===== src/hdl/pmsw_pkg.sv =====
// pmsw_pkg: shared event codes, register indexes and result word type
// for the pump and motion safety watchdog; no dependencies
package pmsw_pkg;

  localparam int unsigned FUNC_W = 2;
  localparam int unsigned CFG_ADDR_W = 2;
  localparam int unsigned CFG_DATA_W = 32;
  localparam int unsigned STAMP_IN_W = 32;
  localparam int unsigned TIMEOUT_W = 32;

  // event codes
  localparam logic [FUNC_W-1:0] FUNC_TICK = 2'd0;
  localparam logic [FUNC_W-1:0] FUNC_VELOCITY = 2'd1;
  localparam logic [FUNC_W-1:0] FUNC_PUMP = 2'd2;
  localparam logic [FUNC_W-1:0] FUNC_LINK = 2'd3;

  // register indexes
  localparam logic [CFG_ADDR_W-1:0] REG_PUMP_TIMEOUT = 2'd0;
  localparam logic [CFG_ADDR_W-1:0] REG_MOTION_TIMEOUT = 2'd1;
  localparam logic [CFG_ADDR_W-1:0] REG_PUMP_ACTIVE_HIGH = 2'd2;

  localparam logic [TIMEOUT_W-1:0] MOTION_TIMEOUT_RESET = 32'd1000;

  typedef struct packed {
    logic pump_timed_out;
    logic stop_motion;
    logic pump_on;
    logic pump_pin;
  } result_t;

endpackage


===== src/hdl/pump_motion_safety_watchdog.sv =====
// pump_motion_safety_watchdog: top level with input and result registers,
// watchdog state and configuration registers; depends on pmsw_pkg, pmsw_core
//
// Usage:
//   s_axis carries one event word: tuser holds the event code, tdata the
//   timestamp and the request and link flags. m_axis returns one result word
//   per event, in order. cfg_* writes a register by index at any time the
//   block is idle; cfg_ready_o is always high, and index 3 is ignored.
// Flow: a word accepted into the input register is evaluated against the
//   watchdog state and moves into the result register once that register is
//   free or being read; the result is then offered on m_axis.
// Throughput: one event per cycle while m_axis_tready is high; the state
//   update is a single subtract and compare per timer between the registers.
// Reset: link down, pump off, both stamps zero, pump timeout 0 (off), motion
//   timeout 1000 ms, pump active high; both registers empty.
// Stall: while m_axis_tready is low the result holds, one more word may sit
//   in the input register, and s_axis_tready drops once both are full.
module pump_motion_safety_watchdog import pmsw_pkg::*; #(
  parameter int unsigned TIME_WIDTH = 32
) (
  input  logic                  clk_i,
  input  logic                  rst_ni,
  input  logic                  s_axis_tvalid,
  output logic                  s_axis_tready,
  // [31:0] now_ms, [32] pump_request, [33] link_up, [39:34] zero
  input  logic [39:0]           s_axis_tdata,
  // [1:0] func
  input  logic [FUNC_W-1:0]     s_axis_tuser,
  output logic                  m_axis_tvalid,
  input  logic                  m_axis_tready,
  // [0] pump_pin, [1] pump_on, [2] stop_motion, [3] pump_timed_out, [7:4] zero
  output logic [7:0]            m_axis_tdata,
  input  logic                  cfg_valid_i,
  output logic                  cfg_ready_o,
  input  logic [CFG_ADDR_W-1:0] cfg_addr_i,
  input  logic [CFG_DATA_W-1:0] cfg_data_i
);

  localparam int unsigned EXT_W = (TIME_WIDTH > STAMP_IN_W) ? TIME_WIDTH : STAMP_IN_W;

  logic                  in_valid_q;
  logic [FUNC_W-1:0]     func_q;
  logic [TIME_WIDTH-1:0] now_q;
  logic                  req_q;
  logic                  link_q;
  logic                  out_valid_q;
  result_t               result_q;

  logic [TIMEOUT_W-1:0]  pump_timeout_q;
  logic [TIMEOUT_W-1:0]  motion_timeout_q;
  logic                  active_high_q;
  logic                  connected_q;
  logic                  pump_enabled_q;
  logic [TIME_WIDTH-1:0] pump_stamp_q;
  logic [TIME_WIDTH-1:0] velocity_stamp_q;

  logic                  connected_d;
  logic                  pump_enabled_d;
  logic [TIME_WIDTH-1:0] pump_stamp_d;
  logic [TIME_WIDTH-1:0] velocity_stamp_d;
  result_t               result_d;

  logic                  advance;
  logic                  in_take;
  logic [EXT_W-1:0]      now_ext;

  assign advance       = in_valid_q && (!out_valid_q || m_axis_tready);
  assign s_axis_tready = !in_valid_q || advance;
  assign in_take       = s_axis_tvalid && s_axis_tready;
  assign cfg_ready_o   = 1'b1;
  assign now_ext       = EXT_W'(s_axis_tdata[STAMP_IN_W-1:0]);

  assign m_axis_tvalid = out_valid_q;
  assign m_axis_tdata  = {4'b0000, result_q};

  pmsw_core #(
    .TIME_WIDTH(TIME_WIDTH)
  ) u_core (
    .func_i            (func_q),
    .now_i             (now_q),
    .pump_request_i    (req_q),
    .link_up_i         (link_q),
    .pump_timeout_i    (pump_timeout_q),
    .motion_timeout_i  (motion_timeout_q),
    .pump_active_high_i(active_high_q),
    .connected_i       (connected_q),
    .pump_enabled_i    (pump_enabled_q),
    .pump_stamp_i      (pump_stamp_q),
    .velocity_stamp_i  (velocity_stamp_q),
    .connected_o       (connected_d),
    .pump_enabled_o    (pump_enabled_d),
    .pump_stamp_o      (pump_stamp_d),
    .velocity_stamp_o  (velocity_stamp_d),
    .result_o          (result_d)
  );

  // input register
  always_ff @(posedge clk_i or negedge rst_ni) begin
    if (!rst_ni) begin
      in_valid_q <= 1'b0;
    end else if (in_take) begin
      in_valid_q <= 1'b1;
    end else if (advance) begin
      in_valid_q <= 1'b0;
    end
  end

  always_ff @(posedge clk_i) begin
    if (in_take) begin
      func_q <= s_axis_tuser;
      now_q  <= now_ext[TIME_WIDTH-1:0];
      req_q  <= s_axis_tdata[32];
      link_q <= s_axis_tdata[33];
    end
  end

  // result register
  always_ff @(posedge clk_i or negedge rst_ni) begin
    if (!rst_ni) begin
      out_valid_q <= 1'b0;
      result_q    <= '0;
    end else if (advance) begin
      out_valid_q <= 1'b1;
      result_q    <= result_d;
    end else if (m_axis_tready) begin
      out_valid_q <= 1'b0;
    end
  end

  // watchdog state
  always_ff @(posedge clk_i or negedge rst_ni) begin
    if (!rst_ni) begin
      connected_q      <= 1'b0;
      pump_enabled_q   <= 1'b0;
      pump_stamp_q     <= '0;
      velocity_stamp_q <= '0;
    end else if (advance) begin
      connected_q      <= connected_d;
      pump_enabled_q   <= pump_enabled_d;
      pump_stamp_q     <= pump_stamp_d;
      velocity_stamp_q <= velocity_stamp_d;
    end
  end

  // configuration registers
  always_ff @(posedge clk_i or negedge rst_ni) begin
    if (!rst_ni) begin
      pump_timeout_q   <= '0;
      motion_timeout_q <= MOTION_TIMEOUT_RESET;
      active_high_q    <= 1'b1;
    end else if (cfg_valid_i) begin
      case (cfg_addr_i)
        REG_PUMP_TIMEOUT:     pump_timeout_q   <= cfg_data_i[TIMEOUT_W-1:0];
        REG_MOTION_TIMEOUT:   motion_timeout_q <= cfg_data_i[TIMEOUT_W-1:0];
        REG_PUMP_ACTIVE_HIGH: active_high_q    <= cfg_data_i[0];
        default: begin
          active_high_q <= active_high_q;
        end
      endcase
    end
  end

endmodule


===== src/hdl/pmsw_core.sv =====
// pmsw_core: next-state and result logic for one event of the watchdog
// depends on pmsw_pkg
module pmsw_core import pmsw_pkg::*; #(
  parameter int unsigned TIME_WIDTH = 32
) (
  input  logic [FUNC_W-1:0]     func_i,
  input  logic [TIME_WIDTH-1:0] now_i,
  input  logic                  pump_request_i,
  input  logic                  link_up_i,
  input  logic [TIMEOUT_W-1:0]  pump_timeout_i,
  input  logic [TIMEOUT_W-1:0]  motion_timeout_i,
  input  logic                  pump_active_high_i,
  input  logic                  connected_i,
  input  logic                  pump_enabled_i,
  input  logic [TIME_WIDTH-1:0] pump_stamp_i,
  input  logic [TIME_WIDTH-1:0] velocity_stamp_i,
  output logic                  connected_o,
  output logic                  pump_enabled_o,
  output logic [TIME_WIDTH-1:0] pump_stamp_o,
  output logic [TIME_WIDTH-1:0] velocity_stamp_o,
  output result_t               result_o
);

  localparam int unsigned CMP_W = (TIME_WIDTH > TIMEOUT_W) ? TIME_WIDTH : TIMEOUT_W;

  logic [TIME_WIDTH-1:0] pump_elapsed;
  logic [TIME_WIDTH-1:0] vel_elapsed;
  logic                  pump_expired;
  logic                  vel_expired;
  logic                  stop;
  logic                  timed_out;

  // differences wrap at the time width
  assign pump_elapsed = now_i - pump_stamp_i;
  assign vel_elapsed  = now_i - velocity_stamp_i;

  assign pump_expired = pump_enabled_i && (pump_timeout_i != '0) &&
                        (CMP_W'(pump_elapsed) > CMP_W'(pump_timeout_i));
  assign vel_expired  = CMP_W'(vel_elapsed) > CMP_W'(motion_timeout_i);

  always_comb begin
    connected_o      = connected_i;
    pump_enabled_o   = pump_enabled_i;
    pump_stamp_o     = pump_stamp_i;
    velocity_stamp_o = velocity_stamp_i;
    stop             = 1'b0;
    timed_out        = 1'b0;
    case (func_i)
      FUNC_TICK: begin
        if (!connected_i) begin
          stop           = 1'b1;
          pump_enabled_o = 1'b0;
          pump_stamp_o   = now_i;
        end else begin
          if (pump_expired) begin
            pump_enabled_o = 1'b0;
            pump_stamp_o   = now_i;
            timed_out      = 1'b1;
          end
          stop = vel_expired;
        end
      end
      FUNC_VELOCITY: begin
        velocity_stamp_o = now_i;
      end
      FUNC_PUMP: begin
        pump_stamp_o   = now_i;
        pump_enabled_o = pump_request_i && connected_i;
      end
      FUNC_LINK: begin
        connected_o = link_up_i;
        if (link_up_i) begin
          velocity_stamp_o = now_i;
        end else begin
          stop           = 1'b1;
          pump_enabled_o = 1'b0;
          pump_stamp_o   = now_i;
        end
      end
      default: begin
        stop = 1'b0;
      end
    endcase
  end

  always_comb begin
    result_o.pump_pin       = (pump_enabled_o == pump_active_high_i);
    result_o.pump_on        = pump_enabled_o;
    result_o.stop_motion    = stop;
    result_o.pump_timed_out = timed_out;
  end

endmodule

===== config.mk =====
export PLATFORM = sky130hd
export DESIGN_NAME = pump_motion_safety_watchdog
export DESIGN_NICKNAME = d
export VERILOG_FILES = /design/src/hdl/pmsw_pkg.sv /design/src/hdl/pump_motion_safety_watchdog.sv /design/src/hdl/pmsw_core.sv
export SDC_FILE = /design/constraint.sdc
export NUM_CORES = 1
export LEC_CHECK = 0
export BUFFER_PORTS_ARGS = -buffer_cell sky130_fd_sc_hd__clkbuf_2
export CORE_MARGIN = 2
export CORE_UTILIZATION = 33
export DETAILED_ROUTE_END_ITERATION = 8
export SYNTH_ARGS = -nofsm -noshare
export SYNTH_HDL_FRONTEND = slang
export SYNTH_SLANG_ARGS = --single-unit

===== constraint.sdc =====
create_clock -name clk_i -period 5.92 [get_ports clk_i]
set_clock_uncertainty 0.2 [all_clocks]
set_input_delay 0.296 -clock clk_i [delete_from_list [all_inputs] [get_ports clk_i]]
set_output_delay 0.296 -clock clk_i [all_outputs]
set_load 0.005 [all_outputs]

# Word level (Yosys, flattened, before mapping)
# Cells that the tools add are included.
[classes]
addsub = 2
n_mul = 0
n_div = 0
order_cmp = 2
n_eq_ne = 9
n_shift = 0
mux = 20
n_bitwise = 0
reduce_logical = 22
[op_table]
columns = ["operator", "n"]
rows = [
  ["two-way mux 32 bit", 4],
  ["case mux 32 bit (3 select lines)", 1],
  ["greater-than comparator 32 bit", 2],
  ["case mux 32 bit (2 select lines)", 1],
  ["subtractor 32 bit", 2],
  ["nonzero test 32 bit", 1],
  ["two-way mux 1 bit", 12],
  ["AND reduction 2 bit", 4],
  ["== test 2 bit (second input constant)", 3],
  ["nonzero test 2 bit", 3],
  ["logical AND 1 bit", 5],
  ["== test 2 x 1 -> 1 bit (second input constant)", 2],
  ["logical NOT 2 bit", 2],
  ["!= test 2 bit (second input constant)", 2],
  ["AND reduction 4 bit", 1],
  ["!= test 3 x 2 -> 1 bit (second input constant)", 1],
  ["case mux 1 bit (3 select lines)", 1],
  ["AND reduction 3 bit", 1],
  ["nonzero test 3 bit", 1],
  ["logical NOT 1 bit", 2],
  ["logical OR 1 bit", 2],
  ["case mux 1 bit (2 select lines)", 1],
  ["== test 1 bit", 1],
]
[totals]
ff_bits = 172
latch_bits = 0
mem_bits_rw = 0
mem_bits_ro = 0
inputBits = 81
output_inout_bits = 11
wordCells = 71
mem_count = 0

# Depth between registers and ports, before layout
# Gate-level depths: netlist of run 1.
[logic_depth]
word_depth = 7
ltp_mapped = 24

# Hierarchy
# From an unflattened synthesis of run 1, not the netlist that was laid out.
[unflattened]
hier_cells = 1128
hier_area_um2 = 11952.7
[modules_own_cells]
columns = ["mod", "instances", "cells_per_inst", "area_per_inst_um2", "seq_area_each_um2"]
rows = [
  ["pump_motion_safety_watchdog", 1, 337, 6273.5, 4518.1],
  ["pmsw_core", 1, 791, 5679.2, 0.0],
]

# Worst setup path after synthesis of run 1
# OpenSTA, ideal clock, no wires.
[synth_path]
path_kind = "register to register"
from = "register now_q[0]"
to = "register pump_stamp_q[10]"
setup_time_ns = 0.125
arrival_time_ns = 4.839
path_slack_ns = 0.756
path_stages_with_launch = 24
n_path_buf = 1
period_less_slack_ns = 5.164
path_cell_list = "edfxtp_1 > inv_1 > ha_1 > inv_1 > fa_1 > a211oi_1 > nor2_1 > o31a_1 > o41ai_4 > o21ai_1 > a21oi_1 > o21ai_1 > a21oi_1 > xnor2_1 > ha_1 > nand3_1 > nor4_1 > and4_1 > a21boi_2 > o21ai_1 > a32o_2 > nor3_4 > buf_6 > mux2_2"
[synth_between]
elab_chain_len = 5
[synth_lines]
columns = ["item", "line", "text"]
rows = [
  ["from (decl)", "pump_motion_safety_watchdog.sv:43", "logic [TIME_WIDTH-1:0] now_q;"],
  ["from (signal assigned)", "pump_motion_safety_watchdog.sv:111", "now_q <= now_ext[TIME_WIDTH-1:0];"],
  ["subtractor 32 bit", "pmsw_core.sv:34", "assign pump_elapsed = now_i - pump_stamp_i;"],
  ["greater-than comparator 32 bit", "pmsw_core.sv:38", "(CMP_W'(pump_elapsed) > CMP_W'(pump_timeout_i));"],
  ["logical AND 1 bit", "pmsw_core.sv:37", "assign pump_expired = pump_enabled_i && (pump_timeout_i != '0) &&"],
  ["!= test 3 x 2 -> 1 bit (no line)", "n/a", ""],
  ["AND reduction 4 bit (no line)", "n/a", ""],
  ["to (signal assigned)", "pump_motion_safety_watchdog.sv:140", "pump_stamp_q <= pump_stamp_d;"],
  ["to (decl)", "pump_motion_safety_watchdog.sv:54", "logic [TIME_WIDTH-1:0] pump_stamp_q;"],
]
# Every way passes these cells.
# A chain may end at the register's enable or synchronous reset.

# Worst setup path after layout of run 1
[layout_path]
from = "register now_q[0]"
to = "register pump_stamp_q[16]"
# Same word-level chain as after synthesis.

==> results of run 1 <==
==> routing by layer <==
| layer | vias to the layer above | part of all wire, % |
|---|---|---|
| met4 | 0 | 1.1 |
| met1 | 4092 | 48 |
| met2 | 126 | 48 |
| li1 | 4274 | - |
| met5 | - | 0 |
| met3 | 22 | 3.1 |
==> cell families after synthesis <==
family | Yosys count | share of synthesized area [%]
AO/OA/AOI/OAI | 256 | 14.4
buffers and inverters | 167 | 5.98
other | 2 | 0.0669
AND/OR/NAND/NOR | 235 | 10.4
multiplexers | 100 | 10.0
adder cells (fa/ha/maj) | 133 | 15.0
XOR/XNOR | 54 | 4.21
flip-flops | 172 | 40.0
==> synthesized netlist by cell type (3+ instances only) <==
cell      instances
nand3b_1          3
and3_1            5
dfstp_2           7
dfrtp_1         129
a221oi_1          3
nand3_1          17
nor2b_1          12
o31a_1            4
and2_1            6
o21bai_1          9
a21o_1           38
nor3_1           16
nand2b_1         11
xnor2_1          38
o21a_1            7
or2_2             3
ha_1            131
o21ai_0          73
mux2_2           98
xor2_1           16
edfxtp_1         36
inv_1           142
nor2_1           39
o211ai_1          4
clkbuf_1         14
nand2_1          82
nand4b_1          3
o31ai_1           7
a21oi_1          69
nor4_1           12
buf_6             3
o21ai_1           3
or3_1             3
nand4_1          15
a211oi_1         11
buf_4             6
a21boi_0          6
==> power by group through the flow <==
stage	registers, mW	logic [mW]	clock network (mW)
4_1_cts	1.58	2.43	1.17
5_1_grt	1.61	2.80	1.22
2_1_floorplan	1.56	1.83	0
3_5_place_dp	1.60	2.37	0
6_report	1.58	2.46	1.14
3_3_place_gp	1.59	2.33	0
==> path summary, 6_finish.rpt <==
kind	start	end	slack (ns)
min reg2reg	velocity_stamp_q[0]$_DFFE_PN0P_	velocity_stamp_q[0]$_DFFE_PN0P_	0.30
max	now_q[0]$_DFFE_PP_	pump_stamp_q[16]$_DFFE_PN0P_	0.32
max reg2reg	now_q[0]$_DFFE_PP_	pump_stamp_q[16]$_DFFE_PN0P_	0.32
min	cfg_addr_i[1]	active_high_q$_DFFE_PN1P_	0.02
max in group asynchronous	rst_ni	pump_stamp_q[18]$_DFFE_PN0P_	3.91
min in group asynchronous	rst_ni	velocity_stamp_q[0]$_DFFE_PN0P_	0.21
==> state kept, by name (all words and copies together), names as in the netlist, 2 cells and up <==
name	cells
pump_stamp_q	32
func_q	2
velocity_stamp_q	32
m_axis_tdata	3
now_q	32
pump_timeout_q	32
motion_timeout_q	32
==> placed cells by master, fill, tap and decap left out, types with 6 or more instances in the layout <==
master / synthesis / layout
a21o_1: 38 / 38
dfrtp_1: 129 / 129
dlygate4sd3_1: 0 / 72
buf_4: 6 / 16
ha_1: 131 / 131
nor4_1: 12 / 11
nand2b_1: 11 / 11
inv_1: 142 / 142
o21ai_0: 73 / 72
xor2_1: 16 / 16
nand2_1: 82 / 82
a21boi_0: 6 / 6
o21bai_1: 9 / 9
o31ai_1: 7 / 7
nand4_1: 15 / 15
mux2_2: 98 / 98
o21a_1: 7 / 7
nand3_1: 17 / 17
xnor2_1: 38 / 38
a211oi_1: 11 / 11
nor2_1: 39 / 38
nor2b_1: 12 / 12
a21oi_1: 69 / 67
clkbuf_16: 0 / 18
clkbuf_2: 0 / 79
edfxtp_1: 36 / 36
nor3_1: 16 / 16
dfstp_2: 7 / 7
==> worst max-delay path: cells and delay by family, from the launching register on <==
family                     cells  cell delay (ns)
adders and majority gates      3             0.84
DFF                            1             0.38
buffers and inverters          3             0.42
muxes                          1             0.35
xor gates and xnor gates       1             0.18
and+or+nand+nor                5             1.14
AOI/OAI and AO/OA              9             1.95
==> final cells by class <==
cell class / count / area, µm² / area share (%)
clock buffer: 20 / 457 / 3.36
clock inverter: 12 / 130 / 0.956
inverter: 142 / 533 / 3.92
multi-input combinational: 783 / 6130 / 45.1
sequential: 172 / 4490 / 33.0
tap: 448 / 561 / 4.12
timing repair buffer: 171 / 1300 / 9.58
==> what timing repair did <==
item | 4_1_cts | 5_1_grt
setup endpoints to repair | 0 | 34
resized for setup | 0 | 11
buffers inserted | 0 | 2
hold buffers | 72 | 0
endpoints found under the hold margin | 169 | 0
==> through the flow <==
stage	setup slack, ns	power [mW]	util, %	hold WS, ns	area, µm²
3_3_place_gp	0.138	3.92	36.4	0.156	12200
4_1_cts	0.0210	5.18	40.3	0.00561	13500
2_1_floorplan	0.756	3.39	-	-0.200	11200
6_report	0.323	5.18	40.6	0.0231	13600
3_5_place_dp	0.0587	3.97	36.4	0.151	12200
5_1_grt	0.0103	5.63	40.6	0.0147	13600
==> qor.txt, run 1 <==
Dpl cells - 1640
Diodes inserted - 0
Slowest CP cell - edfxtp_1
Reg clk slew, reported paths - 0.08 ns
Fillers - 3288
Row cnt - 67
Crit-path cells - inv_1 -> ha_1 -> inv_1 -> fa_2 -> a211oi_1 -> nor2_1 -> o31a_1 -> o41ai_4 -> o21ai_2 -> a21oi_2 -> o21ai_0 -> xor2_1 -> ha_1 -> nand3_1 -> nor4_4 -> and4_1 -> a21boi_2 -> o21ai_1 -> a32o_2 -> nor3_4 -> buf_6 -> mux2_2
Critical Path RT - 6.04 ns
Layout cells sized above 1 - 19.8%
Synth Flop Type - dfrtp_1
H-tree depth - 4
Sequential fraction of the synthesis area - 40.0%
Switching power share of the total - 38.3%
CP arrival - 5.72 ns
Sequential power share - 30.4%
Setup Total Neg Slack - 0 ns
Clock latency at the later pin of the worst-skew pair - 0.45 ns
Top-area cell type share of the netlist area - 28.7%
Max-Cap Viols - 0
Vias in the first global route - 8276
Post-DP HPWL - 20200 µm
Initial Util - 33.5%
Hold WC Path Type - input pin to register
DRT Wirelength - 27500 µm
Asr flop ratio synth - 79.1%
Max-slew headroom - 31.3%
CTS Buf Count - 17
Global routing usage on met3 - 2.51%
Grt met1 use - 20.4%
First-pass GRT wire length - 43200 µm
Top cells by area, synth - dfrtp_1 (29%), ha_1 (15%), mux2_2 (9.8%)
DIE AREA - 35500 µm²
Int Pwr - 3.20 mW
Met2 Use GR - 26.6%
Max stage delay on crit path - 0.38 ns
CP Max Fanout - 8
Layout Nets - 1501
Leak - 6.31 nW
CTS tree - yes
Syn Inst Count - 1119
Initial drt markers - 458
Syn avg cell area - 10.0 µm²
Max frequency - 179 MHz
Cells on worst reg2reg path - 22
Final Slew Violations - 0
Gr usage total - 15.5%
Min-Delay Path Depth - 3
Leading area contributor after synthesis - dfrtp_1
Core Footprint - 33500 µm²
Yosys warning total - 0
Residual DRC - 0
Comb pwr share - 47.5%
Die Height - 188 µm
Endpoints failing setup - 0
Crit path launch type - register
Critical path type - register to register
TritonRoute pass-1 iters - 6
GRT Max-Usage Layer - met2
Switching power of the nets - 1.98 mW
Post-layout instance count excluding filler cells - 1748
Post-synth EDFFs - 36
Power per cell area - 381 nW/µm²
CTS Sinks - 172
#FFs+latches synth - 172
Vias - 8514
Initial antenna violation count - 0
Die Width - 188 µm
Final Hold Viols - 0
GPL Wtd Cong - 0.864
Largest net degree at the start of global routing - 71
Status - finished, final reports clean
Minimum clock period - 5.60 ns
Clock Power Share - 22.1%
Final period util - 94.5%
Syn-to-layout area delta - 21.2%
Peak ir drop on the vdd network - 230 µV
Vias/cell - 4.87
I/O Buffers - 80
Worst slew pin tran - 1.03 ns
DR WL/cell - 15.7 µm
RSZ-0062 raised after global routing - no
Root buf cell - clkbuf_16
Detail Route Antenna Nets - 0
CTS Buffer Depth - 2
GR Overflow Total - 0
CP Capture Type - register
Synthesized cell area - 11200 µm²
Library cells used by synthesis - 64
# IOs - 92
Note: power is estimated with default switching activity, not from simulation.
==> run 2: changes to the inputs <==
--- a/config.mk
+++ b/config.mk
@@ -6,9 +6,13 @@
 export NUM_CORES = 1
 export LEC_CHECK = 0
 export BUFFER_PORTS_ARGS = -buffer_cell sky130_fd_sc_hd__clkbuf_2
+export CELL_PAD_IN_SITES_DETAIL_PLACEMENT = 0
+export CELL_PAD_IN_SITES_GLOBAL_PLACEMENT = 1
 export CORE_MARGIN = 2
 export CORE_UTILIZATION = 33
 export DETAILED_ROUTE_END_ITERATION = 8
+export PLACE_DENSITY_LB_ADDON = 0.1
+export SETUP_SLACK_MARGIN = 0.5
 export SYNTH_ARGS = -nofsm -noshare
 export SYNTH_HDL_FRONTEND = slang
 export SYNTH_SLANG_ARGS = --single-unit
==> run 2 against run 1 <==
Net effect:
- clock power about the same
- sequential power about the same
- sequential share of layout area is 1.4 points lower
- via count increased by 0.28%
- critical path type unchanged
- die area unchanged
- highest routed layer unchanged
- utilization grew 1.8 points
- register-to-register slack better by 0.12 ns
- clock-buffer cell count rose by 4
- critical endpoint is now pump_stamp_q[28]$_DFFE_PN0P_
==> qor.txt, run 2 (synthesis gave the netlist of run 1 again) <==
Status - finished, final reports clean
Final hold slack - 0.0322 ns (+0.00908 ns)
Core Footprint - 33500 µm² (unchanged)
Gr usage total - 18.1% (+2.6 points)
Root buf cell - clkbuf_16
Cells on worst reg2reg path - 26 (+18%)
Sum of buffers and inverters on the critical path - 6 (+3)
R2R Setup Slk - 0.44 ns (+0.12 ns)
Largest delay share family, worst path - compound AO/OA/AOI/OAI gates
Worst slew pin tran - 0.865 ns (-0.166 ns)
Reg area - 4490 µm² (unchanged)
DR WL/cell - 17.1 µm (+8.8%)
Reg clk slew, reported paths - 0.07 ns (about the same)
Final core occ - 42.3% (+1.8 points)
Row cnt - 67 (unchanged)
CTS Sinks - 172 (unchanged)
DIE AREA - 35500 µm² (unchanged)
First-pass GRT wire length - 49400 µm (+14%)
Endpoints failing setup - 0 (unchanged)
Commonest cells after routing, fill and taps aside - inv_1 (140), ha_1 (130), dfrtp_1 (129)
Final Slew Violations - 0 (unchanged)
Initial drt markers - 346 (-24%)
DRT Wirelength - 30600 µm (+11%)
Post-DP HPWL - 22600 µm (+12%)
Power per cell area - 381 nW/µm² (+0.20%)
Die Height - 188 µm (unchanged)
CTS Buffer Depth - 2 (unchanged)
Max frequency - 182 MHz (+2.1%)
H-tree depth - 4 (unchanged)
Setup Total Neg Slack - 0 ns (unchanged)
Hold WC Path Type - input pin to register
Commonest non-fill, non-tap cell in the layout - inv_1
Final period util - 92.6% (-2.0 points)
Peak ir drop on the vdd network - 236 µV (+2.5%)
# IOs - 92 (unchanged)
I/O Buffers - 80 (unchanged)
CP Capture Type - register
FF-to-FF End - pump_stamp_q[28]$_DFFE_PN0P_
Max stage delay on crit path - 0.40 ns (+0.02 ns)
Crit path launch type - register
Critical Path RT - 6.05 ns (about the same)
Final Hold Viols - 0 (unchanged)
Detail Route Antenna Nets - 0 (unchanged)
CP arrival - 5.61 ns (-0.11 ns)
Min-Delay Path Depth - 3 (unchanged)
Die Width - 188 µm (unchanged)
Initial Util - 33.5% (unchanged)
Reg-to-reg critical path startpoint - now_q[0]$_DFFE_PP_
CP Max Fanout - 8 (unchanged)
Vias/cell - 4.78 (-2.0%)
Largest net degree at the start of global routing - 79 (+11%)
Vias in the first global route - 8878 (+7.3%)
Fillers - 3385 (+3.0%)
Layout cells sized above 1 - 24.4% (+4.6 points)
Leak - 6.62 nW (+4.9%)
Max-slew headroom - 42.4% (+11 points)
TritonRoute pass-1 iters - 5 (-1)
Residual DRC - 0 (unchanged)
GPL Wtd Cong - 0.813 (-5.9%)
CTS Buf Count - 17 (unchanged)
Clock latency at the later pin of the worst-skew pair - 0.45 ns (about the same)
Layout Nets - 1541 (+2.7%)
Hold endpoint - active_high_q$_DFFE_PN1P_
RSZ-0062 raised after global routing - yes
Slowest CP cell - edfxtp_1
Diodes inserted - 0 (unchanged)
Max-Cap Viols - 0 (unchanged)
Syn-to-layout area delta - 26.4%
GR Overflow Total - 0 (unchanged)
Critical path type - register to register
Hold Crit Start - cfg_addr_i[1]
Minimum clock period - 5.48 ns (-0.116 ns)
Vias - 8538 (+0.28%)
CTS tree - yes
Multi-input gate area - 6350 µm² (+3.5%)
Initial antenna violation count - 1 (+1)
run 2: changes by cell type in the layout (fill, tap and decap cells not counted), moves of 3 or more:
| cell | delta |
|---|---|
| mux2_4 | +16 |
| a211oi_2 | +3 |
| o21ai_0 | -5 |
| buf_6 | +4 |
| o21ai_2 | +3 |
| a21oi_2 | +3 |
| nand3_1 | -3 |
| a21oi_1 | -3 |
| buf_4 | +33 |
| a211oi_1 | -3 |
| nand3_2 | +3 |
| mux2_2 | -14 |
| inv_6 | -4 |
run 2: routing by layer:
metal  wire length, µm  GRT usage (%)  share of wire (%)
met5                 0              0                  0
met4               270           3.70               0.88
met3               569           2.83                1.9
met2             14600           30.7                 48
met1             15100           24.5                 50
run 2: how the worst max path moves through the flow:
stage | startpoint | to | slack [ns] | cells after the start
2_1_floorplan | now_q[0]$_DFFE_PP_ | pump_stamp_q[10]$_DFFE_PN0P_ | 0.76 | 23
3_3_place_gp | now_q[0]$_DFFE_PP_ | pump_stamp_q[23]$_DFFE_PN0P_ | 0.06 | 24
3_5_place_dp | now_q[0]$_DFFE_PP_ | pump_stamp_q[23]$_DFFE_PN0P_ | -0.07 | 24
4_1_cts | now_q[0]$_DFFE_PP_ | pump_stamp_q[2]$_DFFE_PN0P_ | 0.39 | 27
5_1_grt | now_q[0]$_DFFE_PP_ | pump_stamp_q[1]$_DFFE_PN0P_ | 0.14 | 26
6_report | now_q[0]$_DFFE_PP_ | pump_stamp_q[28]$_DFFE_PN0P_ | 0.44 | 26
run 2: worst register-to-register path: stages, from the launching register on:
cell and delay (ns):
edfxtp_1 0.40, inv_2 0.08, buf_6 0.10, ha_4 0.12
inv_2 0.03, fa_2 0.35, a211oi_2 0.21, nor2_2 0.08
o31a_1 0.29, o41ai_4 0.36, o21ai_2 0.17, a21oi_2 0.22
o21ai_1 0.08, a21oi_1 0.19, xnor2_1 0.13, ha_1 0.32
nand3_2 0.09, nor4_4 0.23, and4_1 0.25, a21boi_2 0.17
o21ai_2 0.09, a32o_2 0.30, nor3_4 0.19, buf_6 0.15
buf_12 0.10, buf_16 0.14, mux2_4 0.31
run 2: what timing repair did:
action,in CTS,in global routing
endpoints found under the setup margin,35,35
resized for setup,45,30
hold buffers,72,0
hold endpoints to repair,173,0
buffers inserted,14,9
pin swaps,23,36
cloned,2,0
run 2: stage by stage:
stage,worst slack [ns],cells,area [µm²],power [mW]
floorplan,0.756,1122,11200,3.39
global placement,0.0610,1659,12300,4.07
detailed placement,-0.0670,1659,12300,4.08
CTS,0.388,1779,14000,5.40
global route,0.141,1788,14200,5.93
finish,0.439,1788,14200,5.41
run 2: where the power goes:
part | internal (mW) | leakage [nW] | switching [mW] | total (mW)
Clock | 0.654 | 0.295 | 0.495 | 1.15
Combinational | 1.26 | 4.36 | 1.43 | 2.69
Sequential | 1.45 | 1.96 | 0.130 | 1.57
Total | 3.36 | 6.62 | 2.05 | 5.41
run 2: cell type report:
class,count,share of cell area [%]
inverters,142,3.75
well taps,448,3.95
multi-input cells,783,44.7
clock buffers,24,3.62
repair buffers,211,11.7
clock inverters,8,0.555
flip-flops and latches,172,31.6
